File: config.mk
export PLATFORM = sky130hd
export DESIGN_NAME = cpu6502_two_pass_encoder
export DESIGN_NICKNAME = d
export VERILOG_FILES = /design/src/hdl/cpu6502_enc_pkg.sv /design/src/hdl/cpu6502_enc_labels.sv /design/src/hdl/cpu6502_two_pass_encoder.sv
export SDC_FILE = /design/constraint.sdc
export NUM_CORES = 2
export LEC_CHECK = 0
export BUFFER_PORTS_ARGS = -buffer_cell sky130_fd_sc_hd__buf_2
export CAP_MARGIN = 30
export CORE_ASPECT_RATIO = 0.6
export CORE_MARGIN = 4
export CORE_UTILIZATION = 40
export CTS_BUF_LIST = sky130_fd_sc_hd__clkbuf_4 sky130_fd_sc_hd__clkbuf_8
export CTS_CLUSTER_DIAMETER = 120
export CTS_CLUSTER_SIZE = 28
export DETAILED_ROUTE_END_ITERATION = 8
export SKIP_CTS_REPAIR_TIMING = 1
export SYNTH_ARGS = -nofsm -noshare
export SYNTH_HDL_FRONTEND = slang
export SYNTH_MEMORY_MAX_BITS = 65536
export SYNTH_SLANG_ARGS = --single-unit
export TNS_END_PERCENT = 20
File: constraint.sdc
create_clock -name clk -period 14.05 [get_ports clk]
set_input_delay 2.81 -clock clk [delete_from_list [all_inputs] [get_ports clk]]
set_output_delay 2.81 -clock clk [all_outputs]
set_load 0.1 [all_outputs]
File: src/hdl/cpu6502_enc_pkg.sv
// Package for the two-pass 6502 encoder: command and status codes,
// mode codes, mode sizes and the opcode lookup. No dependencies.
package cpu6502_enc_pkg;

  localparam logic [2:0] CMD_PASS1   = 3'd0;
  localparam logic [2:0] CMD_PASS2   = 3'd1;
  localparam logic [2:0] CMD_DEFINE  = 3'd2;
  localparam logic [2:0] CMD_MEASURE = 3'd3;
  localparam logic [2:0] CMD_EMIT    = 3'd4;

  localparam logic [1:0] ST_OK      = 2'd0;
  localparam logic [1:0] ST_UNKNOWN = 2'd1;
  localparam logic [1:0] ST_RANGE   = 2'd2;
  localparam logic [1:0] ST_ILLEGAL = 2'd3;

  localparam logic [3:0] MODE_IMPL = 4'd0;
  localparam logic [3:0] MODE_ACC  = 4'd1;
  localparam logic [3:0] MODE_ABS  = 4'd6;
  localparam logic [3:0] MODE_IND  = 4'd9;
  localparam logic [3:0] MODE_REL  = 4'd12;
  localparam logic [3:0] MODE_BYTE = 4'd13;
  localparam logic [3:0] MODE_WORD = 4'd14;

  localparam logic signed [17:0] BRANCH_MAX = 18'sd127;

  typedef struct packed {
    logic [7:0] b0;
    logic [7:0] b1;
    logic [7:0] b2;
    logic [1:0] count;
    logic [1:0] status;
  } enc_result_t;

  function automatic logic [1:0] mode_size(input logic [3:0] mode);
    logic [1:0] s;
    begin
      case (mode)
        4'd0, 4'd1, 4'd13: s = 2'd1;
        4'd6, 4'd7, 4'd8, 4'd9: s = 2'd3;
        4'd15: s = 2'd0;
        default: s = 2'd2;
      endcase
      return s;
    end
  endfunction

  // Returns {found, opcode}.
  function automatic logic [8:0] find_code(input logic [3:0] mode, input logic [5:0] mn);
    logic [8:0] r;
    begin
      r = 9'h000;
      case ({mode, mn})
        {4'd0,6'd10}: r = 9'h100; {4'd0,6'd13}: r = 9'h118; {4'd0,6'd14}: r = 9'h1D8;
        {4'd0,6'd15}: r = 9'h158; {4'd0,6'd16}: r = 9'h1B8; {4'd0,6'd21}: r = 9'h1CA;
        {4'd0,6'd22}: r = 9'h188; {4'd0,6'd25}: r = 9'h1E8; {4'd0,6'd26}: r = 9'h1C8;
        {4'd0,6'd33}: r = 9'h1EA; {4'd0,6'd35}: r = 9'h148; {4'd0,6'd36}: r = 9'h108;
        {4'd0,6'd37}: r = 9'h168; {4'd0,6'd38}: r = 9'h128; {4'd0,6'd41}: r = 9'h140;
        {4'd0,6'd42}: r = 9'h160; {4'd0,6'd44}: r = 9'h138; {4'd0,6'd45}: r = 9'h1F8;
        {4'd0,6'd46}: r = 9'h178; {4'd0,6'd50}: r = 9'h1AA; {4'd0,6'd51}: r = 9'h1A8;
        {4'd0,6'd52}: r = 9'h1BA; {4'd0,6'd53}: r = 9'h18A; {4'd0,6'd54}: r = 9'h19A;
        {4'd0,6'd55}: r = 9'h198;
        {4'd1,6'd2}: r = 9'h10A; {4'd1,6'd32}: r = 9'h14A; {4'd1,6'd39}: r = 9'h12A;
        {4'd1,6'd40}: r = 9'h16A;
        {4'd2,6'd0}: r = 9'h169; {4'd2,6'd1}: r = 9'h129; {4'd2,6'd17}: r = 9'h1C9;
        {4'd2,6'd18}: r = 9'h1E0; {4'd2,6'd19}: r = 9'h1C0; {4'd2,6'd23}: r = 9'h149;
        {4'd2,6'd29}: r = 9'h1A9; {4'd2,6'd30}: r = 9'h1A2; {4'd2,6'd31}: r = 9'h1A0;
        {4'd2,6'd34}: r = 9'h109; {4'd2,6'd43}: r = 9'h1E9;
        {4'd3,6'd0}: r = 9'h165; {4'd3,6'd1}: r = 9'h125; {4'd3,6'd6}: r = 9'h124;
        {4'd3,6'd2}: r = 9'h106; {4'd3,6'd17}: r = 9'h1C5; {4'd3,6'd18}: r = 9'h1E4;
        {4'd3,6'd19}: r = 9'h1C4; {4'd3,6'd20}: r = 9'h1C6; {4'd3,6'd23}: r = 9'h145;
        {4'd3,6'd24}: r = 9'h1E6; {4'd3,6'd29}: r = 9'h1A5; {4'd3,6'd30}: r = 9'h1A6;
        {4'd3,6'd31}: r = 9'h1A4; {4'd3,6'd32}: r = 9'h146; {4'd3,6'd34}: r = 9'h105;
        {4'd3,6'd39}: r = 9'h126; {4'd3,6'd40}: r = 9'h166; {4'd3,6'd43}: r = 9'h1E5;
        {4'd3,6'd47}: r = 9'h185; {4'd3,6'd48}: r = 9'h186; {4'd3,6'd49}: r = 9'h184;
        {4'd4,6'd0}: r = 9'h175; {4'd4,6'd1}: r = 9'h135; {4'd4,6'd2}: r = 9'h116;
        {4'd4,6'd17}: r = 9'h1D5; {4'd4,6'd20}: r = 9'h1D6; {4'd4,6'd23}: r = 9'h155;
        {4'd4,6'd24}: r = 9'h1F6; {4'd4,6'd29}: r = 9'h1B5; {4'd4,6'd31}: r = 9'h1B4;
        {4'd4,6'd32}: r = 9'h156; {4'd4,6'd34}: r = 9'h115; {4'd4,6'd39}: r = 9'h136;
        {4'd4,6'd40}: r = 9'h176; {4'd4,6'd43}: r = 9'h1F5; {4'd4,6'd47}: r = 9'h195;
        {4'd4,6'd49}: r = 9'h194;
        {4'd5,6'd30}: r = 9'h1B6; {4'd5,6'd48}: r = 9'h196;
        {4'd6,6'd0}: r = 9'h16D; {4'd6,6'd1}: r = 9'h12D; {4'd6,6'd2}: r = 9'h10E;
        {4'd6,6'd6}: r = 9'h12C; {4'd6,6'd17}: r = 9'h1CD; {4'd6,6'd18}: r = 9'h1EC;
        {4'd6,6'd19}: r = 9'h1CC; {4'd6,6'd20}: r = 9'h1CE; {4'd6,6'd23}: r = 9'h14D;
        {4'd6,6'd24}: r = 9'h1EE; {4'd6,6'd27}: r = 9'h14C; {4'd6,6'd28}: r = 9'h120;
        {4'd6,6'd29}: r = 9'h1AD; {4'd6,6'd30}: r = 9'h1AE; {4'd6,6'd31}: r = 9'h1AC;
        {4'd6,6'd32}: r = 9'h14E; {4'd6,6'd34}: r = 9'h10D; {4'd6,6'd39}: r = 9'h12E;
        {4'd6,6'd40}: r = 9'h16E; {4'd6,6'd43}: r = 9'h1ED; {4'd6,6'd47}: r = 9'h18D;
        {4'd6,6'd48}: r = 9'h18E; {4'd6,6'd49}: r = 9'h18C;
        {4'd7,6'd0}: r = 9'h17D; {4'd7,6'd1}: r = 9'h13D; {4'd7,6'd2}: r = 9'h11E;
        {4'd7,6'd17}: r = 9'h1DD; {4'd7,6'd20}: r = 9'h1DE; {4'd7,6'd23}: r = 9'h15D;
        {4'd7,6'd24}: r = 9'h1FE; {4'd7,6'd29}: r = 9'h1BD; {4'd7,6'd31}: r = 9'h1BC;
        {4'd7,6'd32}: r = 9'h15E; {4'd7,6'd34}: r = 9'h11D; {4'd7,6'd39}: r = 9'h13E;
        {4'd7,6'd40}: r = 9'h17E; {4'd7,6'd43}: r = 9'h1FD; {4'd7,6'd47}: r = 9'h19D;
        {4'd8,6'd0}: r = 9'h179; {4'd8,6'd1}: r = 9'h139; {4'd8,6'd17}: r = 9'h1D9;
        {4'd8,6'd23}: r = 9'h159; {4'd8,6'd29}: r = 9'h1B9; {4'd8,6'd30}: r = 9'h1BE;
        {4'd8,6'd34}: r = 9'h119; {4'd8,6'd43}: r = 9'h1F9; {4'd8,6'd47}: r = 9'h199;
        {4'd9,6'd27}: r = 9'h16C;
        {4'd10,6'd0}: r = 9'h161; {4'd10,6'd1}: r = 9'h121; {4'd10,6'd17}: r = 9'h1C1;
        {4'd10,6'd23}: r = 9'h141; {4'd10,6'd29}: r = 9'h1A1; {4'd10,6'd34}: r = 9'h101;
        {4'd10,6'd43}: r = 9'h1E1; {4'd10,6'd47}: r = 9'h181;
        {4'd11,6'd0}: r = 9'h171; {4'd11,6'd1}: r = 9'h131; {4'd11,6'd17}: r = 9'h1D1;
        {4'd11,6'd23}: r = 9'h151; {4'd11,6'd29}: r = 9'h1B1; {4'd11,6'd34}: r = 9'h111;
        {4'd11,6'd43}: r = 9'h1F1; {4'd11,6'd47}: r = 9'h191;
        {4'd12,6'd3}: r = 9'h190; {4'd12,6'd4}: r = 9'h1B0; {4'd12,6'd5}: r = 9'h1F0;
        {4'd12,6'd7}: r = 9'h130; {4'd12,6'd8}: r = 9'h1D0; {4'd12,6'd9}: r = 9'h110;
        {4'd12,6'd11}: r = 9'h150; {4'd12,6'd12}: r = 9'h170;
        default: r = 9'h000;
      endcase
      return r;
    end
  endfunction

endpackage

File: src/hdl/cpu6502_enc_labels.sv
// Label store: address memory with registered read, and valid bits that a
// start of pass one clears at once. Uses cpu6502_enc_pkg.
module cpu6502_enc_labels import cpu6502_enc_pkg::*; #(
  parameter int LABEL_COUNT = 256,
  parameter int IDX_W = (LABEL_COUNT > 1) ? $clog2(LABEL_COUNT) : 1
) (
  input  logic             clk,
  input  logic             rst,
  input  logic             clear_all,
  input  logic             wr_en,
  input  logic [IDX_W-1:0] wr_idx,
  input  logic [15:0]      wr_data,
  input  logic             rd_en,
  input  logic [IDX_W-1:0] rd_idx,
  output logic [15:0]      rd_data,
  output logic             rd_valid
);

  logic [15:0] addr_mem [LABEL_COUNT];
  logic [LABEL_COUNT-1:0] valid;

  always_ff @(posedge clk) begin
    if (wr_en) begin
      addr_mem[wr_idx] <= wr_data;
    end
    if (rd_en) begin
      rd_data <= addr_mem[rd_idx];
    end
  end

  always_ff @(posedge clk) begin
    if (rst || clear_all) begin
      valid <= '0;
      rd_valid <= 1'b0;
    end else begin
      if (wr_en) begin
        valid[wr_idx] <= 1'b1;
      end
      if (rd_en) begin
        rd_valid <= valid[rd_idx];
      end
    end
  end

endmodule

File: src/hdl/cpu6502_two_pass_encoder.sv
// Top level of the two-pass 6502 encoder: command decode, label lookup,
// byte emission. Uses cpu6502_enc_pkg and cpu6502_enc_labels.

// Each item is taken in the idle state, which starts a label store read, and
// is acted on in the read state; an emit item then gives one to three bytes,
// one per cycle while the receiver is ready, and no new item is taken until the
// last byte has been sent. Label state lives in a memory with a registered read.
module cpu6502_two_pass_encoder import cpu6502_enc_pkg::*; #(
  parameter int LABEL_COUNT = 256
) (
  input  logic        clk,
  input  logic        rst,
  input  logic        s_axis_tvalid,
  output logic        s_axis_tready,
  // command[2:0], mnemonic[8:3], mode[12:9], operand_value[28:13],
  // operand_is_label[29], label_index[37:30], zero fill to 40 bits
  input  logic [39:0] s_axis_tdata,
  output logic        m_axis_tvalid,
  input  logic        m_axis_tready,
  // out_byte[7:0]
  output logic [7:0]  m_axis_tdata,
  output logic        m_axis_tlast,
  // status[1:0]
  output logic [1:0]  m_axis_tuser,
  input  logic        cfg_valid,
  output logic        cfg_ready,
  input  logic [15:0] cfg_data
);

  localparam int IDX_W = (LABEL_COUNT > 1) ? $clog2(LABEL_COUNT) : 1;
  localparam logic [1:0] S_IDLE = 2'd0;
  localparam logic [1:0] S_READ = 2'd1;
  localparam logic [1:0] S_OUT  = 2'd2;

  logic [1:0]  state;
  logic [15:0] origin, counter;
  logic [2:0]  op;
  logic [5:0]  mn;
  logic [3:0]  mode;
  logic [15:0] val;
  logic        isl;
  logic        idx_ok;
  logic [15:0] lbl_data;
  logic        lbl_valid;
  enc_result_t res;
  logic [1:0]  sent;
  logic        in_acc;

  assign s_axis_tready = (state == S_IDLE);
  assign cfg_ready = 1'b1;
  assign in_acc = s_axis_tvalid && s_axis_tready;

  logic [7:0] in_idx;
  logic [2:0] in_op;
  assign in_idx = s_axis_tdata[37:30];
  assign in_op = s_axis_tdata[2:0];

  logic [IDX_W-1:0] in_idx_w;
  assign in_idx_w = IDX_W'(in_idx);

  logic in_idx_ok;
  assign in_idx_ok = ({24'd0, in_idx} < 32'(LABEL_COUNT));

  cpu6502_enc_labels #(.LABEL_COUNT(LABEL_COUNT), .IDX_W(IDX_W)) u_labels (
    .clk(clk), .rst(rst),
    .clear_all(in_acc && in_op == CMD_PASS1),
    .wr_en(in_acc && in_op == CMD_DEFINE && in_idx_ok),
    .wr_idx(in_idx_w),
    .wr_data(counter),
    .rd_en(in_acc),
    .rd_idx(in_idx_w),
    .rd_data(lbl_data),
    .rd_valid(lbl_valid)
  );

  always_comb begin
    logic [8:0] fc;
    logic [15:0] v;
    logic known;
    logic signed [17:0] diff;
    res = '0;
    fc = find_code(mode, mn);
    known = !isl || (idx_ok && lbl_valid);
    v = isl ? lbl_data + origin : val;
    diff = $signed({2'b00, v}) - $signed({2'b00, origin}) - $signed({2'b00, counter})
      - 18'sd2;
    if (mode == MODE_BYTE) begin
      res.b0 = val[7:0]; res.count = 2'd1;
    end else if (mode == MODE_WORD) begin
      if (!known) begin
        res.count = 2'd1; res.status = ST_UNKNOWN;
      end else begin
        res.b0 = v[7:0]; res.b1 = v[15:8]; res.count = 2'd2;
      end
    end else if (!fc[8]) begin
      res.count = 2'd1; res.status = ST_ILLEGAL;
    end else if (mode == MODE_IMPL || mode == MODE_ACC) begin
      res.b0 = fc[7:0]; res.count = 2'd1;
    end else if (mode == MODE_REL) begin
      if (!known) begin
        res.count = 2'd1; res.status = ST_UNKNOWN;
      end else if (diff > BRANCH_MAX || diff < -BRANCH_MAX) begin
        res.count = 2'd1; res.status = ST_RANGE;
      end else begin
        res.b0 = fc[7:0]; res.b1 = diff[7:0]; res.count = 2'd2;
      end
    end else if (mode >= MODE_ABS && mode <= MODE_IND) begin
      if (!known) begin
        res.count = 2'd1; res.status = ST_UNKNOWN;
      end else begin
        res.b0 = fc[7:0]; res.b1 = v[7:0]; res.b2 = v[15:8]; res.count = 2'd3;
      end
    end else begin
      res.b0 = fc[7:0]; res.b1 = val[7:0]; res.count = 2'd2;
    end
  end

  always_ff @(posedge clk) begin
    if (in_acc) begin
      op <= in_op;
      mn <= s_axis_tdata[8:3];
      mode <= s_axis_tdata[12:9];
      val <= s_axis_tdata[28:13];
      isl <= s_axis_tdata[29];
      idx_ok <= in_idx_ok;
    end
  end

  always_ff @(posedge clk) begin
    if (rst) begin
      state <= S_IDLE;
      origin <= '0;
      counter <= '0;
      sent <= '0;
      m_axis_tvalid <= 1'b0;
      m_axis_tdata <= '0;
      m_axis_tlast <= 1'b0;
      m_axis_tuser <= '0;
    end else begin
      if (cfg_valid && cfg_ready) begin
        origin <= cfg_data;
      end
      unique case (state)
        S_IDLE: begin
          if (in_acc) begin
            state <= S_READ;
          end
        end
        S_READ: begin
          if (op == CMD_PASS1 || op == CMD_PASS2) begin
            counter <= '0;
            state <= S_IDLE;
          end else if (op == CMD_MEASURE) begin
            counter <= counter + 16'(mode_size(mode));
            state <= S_IDLE;
          end else if (op == CMD_EMIT) begin
            m_axis_tvalid <= 1'b1;
            m_axis_tdata <= res.b0;
            m_axis_tlast <= (res.count == 2'd1);
            m_axis_tuser <= res.status;
            sent <= 2'd1;
            state <= S_OUT;
          end else begin
            state <= S_IDLE;
          end
        end
        S_OUT: begin
          if (m_axis_tready) begin
            if (m_axis_tlast) begin
              m_axis_tvalid <= 1'b0;
              counter <= counter + 16'(mode_size(mode));
              state <= S_IDLE;
            end else begin
              m_axis_tdata <= (sent == 2'd1) ? res.b1 : res.b2;
              m_axis_tlast <= (sent + 2'd1 == res.count);
              sent <= sent + 2'd1;
            end
          end
        end
        default: state <= S_IDLE;
      endcase
    end
  end

`ifndef SYNTHESIS
  a_no_accept_busy: assert property (@(posedge clk) disable iff (rst)
    (state != S_IDLE) |-> !s_axis_tready) else $error("input taken while busy");
  a_valid_in_out: assert property (@(posedge clk) disable iff (rst)
    m_axis_tvalid |-> (state == S_OUT)) else $error("output valid outside output state");
  a_err_last: assert property (@(posedge clk) disable iff (rst)
    (m_axis_tvalid && m_axis_tuser != ST_OK) |-> (m_axis_tlast && m_axis_tdata == 8'd0))
    else $error("error item not single zero byte");
`endif

endmodule

==> flow_metrics.py <==
metrics = {
    "critical_path": {
        "arrival_ps": 8610,
        "critPathMaxFanout": 12,
        "critPathMaxStageDelay_ps": 610,
        "worst-path-buf-inv": 2,
        "rr_endpoint": "m_axis_tlast$_SDFFE_PP0P_",
        "end_kind": "flop",
        "worst-path-stages": 28,
        "endpoint": "m_axis_tlast$_SDFFE_PP0P_",
        "r2r_setup_slack_ps": 6430,
        "crit_start": "u_labels.rd_data[0]$_DFFE_PP_",
        "crit_type": "flop to flop",
        "slowest_stage": "a21oi_1",
        "crit_family": "compound AO/OA/AOI/OAI gates",
        "cp.required_ps": 15030,
        "crit_top_cell": "ha_1",
        "setup.worst_path.start_class": "flop",
        "rr_startpoint": "u_labels.rd_data[0]$_DFFE_PP_",
        "reg2regPathDepth": 28,
    },
    "job": {
        "maxCapViolCount": 0,
    },
    "timing": {
        "clock_skew_ps": 99.8,
        "finalMaxSlewViolations": 64,
        "fin_crit_sh_pct": 54.2,
        "tightestPinTransition_ps": 1540,
        "fmax_ghz": 0.131,
        "fin_crit_ps": 7620,
        "setup_viol": 0,
        "tns_ps": 0,
        "grt_setup_unrepaired": "false",
        "slew_headroom_pct": -2.96,
        "hold_violations": 0,
    },
    "drt": {
        "drt-wirelength-per-cell_um": 34.1,
        "first_pass_iters": 7,
        "vias": 87500,
        "ant_nets": 0,
        "via_per_inst": 6.09,
        "finalWirelength_mm": 489,
        "drtIter0Drc": 13700,
        "drc_errors": 0,
    },
    "power": {
        "power.density_mw_per_mm2": 111,
        "vdd_ir_drop_max_mv": 0.0958,
        "power_mw": 21.0,
        "power.leakage_nw": 48.0,
    },
    "floorplan": {
        "die_h_um": 521,
        "io_pins": 75,
        "num_rows": 188,
        "initial_core_util_pct": 40.2,
        "die_area_sq_mm": 0.450,
        "die_width_um": 863,
        "core_sq_mm": 0.437,
    },
    "final_layout": {
        "layout-drive-gt1-share_pct": 30.1,
        "nFillCells": 36900,
        "regArea_sq_mm": 0.131,
        "final_common_cell": "edfxtp_1",
        "mostFrequentLayoutCells": "4142 x edfxtp_1, 1384 x mux4_2, 368 x buf_4, 291 x dfxtp_1, 265 x o21a_1",
        "nets": 8494,
        "syn_to_final_growth_pct": 7.89,
        "multi_input_area_sq_mm": 0.0432,
        "fin_area_sq_mm": 0.189,
    },
    "synthesis": {
        "synth_area_sq_mm": 0.176,
        "ys.flop_type": "edfxtp_1",
        "yosys_warnings": 0,
        "synth_edf_count": 4142,
        "synth.distinct_cells": 105,
        "ys_seq_area_share_pct": 74.4,
        "postSynthNetCount": 8289,
        "ys_ff_latch": 4449,
        "syn_area_per_cell_sq_um": 21.5,
        "synthArstFlopShare_pct": 0,
        "synthCells": 8157,
    },
    "global_routing": {
        "grt_use_total_pct": 21.2,
        "antenna_found_initial": 40,
        "grt_pass1_vias": 83600,
        "overflow": 0,
        "grt_max_degree": 212,
        "grt_pass1_wl_mm": 676,
    },
    "clocking": {
        "clk_pin_slew_ps": 180,
        "worstSkewPairLatency_ps": 1090,
        "cts.sinks": 4449,
        "clockBufferDepth": 4,
        "cts_buffers": 185,
        "h-tree-depth": 4,
        "root_buffer": "clkbuf_8",
        "tritoncts": "yes",
    },
    "status": {
        "status": "complete, but fails checks",
        "violations": "max-slew violations",
    },
    "place": {
        "portBuffers": 71,
        "placed_area_sq_mm": 0.185,
        "hpwl_mm": 295,
        "gp_congestion": 0.912,
    },
    "worst_hold_path": {
        "hp-class": "flop to flop",
    },
}
## worst min-delay path by stage
stage / cells after the start / to / slack, ps / from
finish: 2 / m_axis_tdata[0]$_SDFFE_PP0P_ / 480 / m_axis_tdata[0]$_SDFFE_PP0P_
detailed placement: 1 / u_labels.valid[106]$_SDFFE_PP0P_ / 450 / u_labels.valid[106]$_SDFFE_PP0P_
CTS: 2 / m_axis_tdata[0]$_SDFFE_PP0P_ / 480 / m_axis_tdata[0]$_SDFFE_PP0P_
global placement: 1 / u_labels.valid[238]$_SDFFE_PP0P_ / 440 / u_labels.valid[238]$_SDFFE_PP0P_
floorplan: 1 / u_labels.valid[102]$_SDFFE_PP0P_ / 440 / u_labels.valid[102]$_SDFFE_PP0P_
global route: 1 / u_labels.valid[106]$_SDFFE_PP0P_ / 490 / u_labels.valid[106]$_SDFFE_PP0P_
## state kept, by name, summed over array words and instances, names as in the netlist, 4 cells and up, named ones only
register,flops
mn,6
u_labels.valid,256
origin,16
u_labels.rd_data,16
val,16
m_axis_tdata,8
counter,16
mode,4
u_labels.addr_mem,4096
## cells in the mapped netlist (12+ instances only)
library cell  number  share of area (%)
edfxtp_1        4142                 71
mux4_2          1384                 18
nor2_1           415               0.89
dfxtp_1          307                3.5
o21a_1           265                1.1
clkbuf_1         220               0.47
nand2_1          161               0.34
buf_2            150               0.43
a21oi_1           90               0.26
inv_1             74               0.16
nand3_1           70               0.20
ha_1              67               0.48
o21ai_0           56               0.16
nor3_1            50               0.14
mux2i_1           44               0.25
a22oi_1           39               0.17
buf_1             39              0.083
buf_4             33               0.14
buf_6             30               0.19
nand4_1           30               0.11
xor2_1            28               0.14
nand2b_1          27              0.096
nor2b_1           27              0.096
o211ai_1          24               0.10
xnor2_1           24               0.12
a21o_1            20              0.086
o22ai_1           18              0.064
a221oi_1          17              0.085
and2_1            17              0.061
a31oi_1           15              0.053
or3_1             15              0.053
mux2_2            12              0.077
o31ai_1           12              0.051
## area by class of cell
class | count | area share [%]
Sequential cell | 4449 | 69.0
Clock inverter | 6 | 0.0363
Antenna cell | 44 | 0.0581
Multi-Input combinational cell | 3159 | 22.8
Inverter | 76 | 0.152
Timing Repair Buffer | 491 | 2.22
Clock buffer | 331 | 1.94
Tap cell | 5795 | 3.83
## per-stage QoR
step / hold slack, ps / setup slack (ps) / util (%) / cells
final: 479 / 6430 / 43.3 / 14400
after CTS: 480 / 6620 / 43.2 / 14300
after detailed placement: 448 / 5950 / 42.4 / 14000
after floorplan: 435 / 7100 / - / 8157
after global placement: 441 / 6050 / 42.3 / 13900
after global routing: 494 / 5980 / 43.3 / 14300
## cells by family after synthesis
logic type	count (synthesis)	synth area share (%)
XOR/XNOR	53	0.272
adder cells (fa/ha/maj)	71	0.523
AO/OA/AOI/OAI	697	2.89
flip-flops	4449	74.4
AND/OR/NAND/NOR	897	2.39
other	1	0.00214
multiplexers	1440	18.1
buffers and inverters	549	1.48
## worst min-delay path, cell delays in order (launching register included)
cell	delay [ps]
dfxtp_1	350
nand2_1	50
nand3_1	50
## power breakdown
part / internal, mW / leakage, nW / switching [mW]
clock: 1.66 / 2.03 / 3.80
combinational: 0.449 / 13.5 / 0.811
sequential: 14.3 / 32.5 / 0.0241
total: 16.4 / 48.0 / 4.64
## layer usage
metal  vias to the layer above  wire, um  global-route usage, %  share of wire (%)
li1                      34400         -                      -                  -
met1                     47800    211000                   32.9                 43
met2                      4641    206000                   29.4                 42
met3                       554     60700                   6.82                 12
met4                        16     11000                   4.05                2.3
met5                         -       433                  0.618              0.089
No activity file was read; power rests on OpenSTA's default activity.
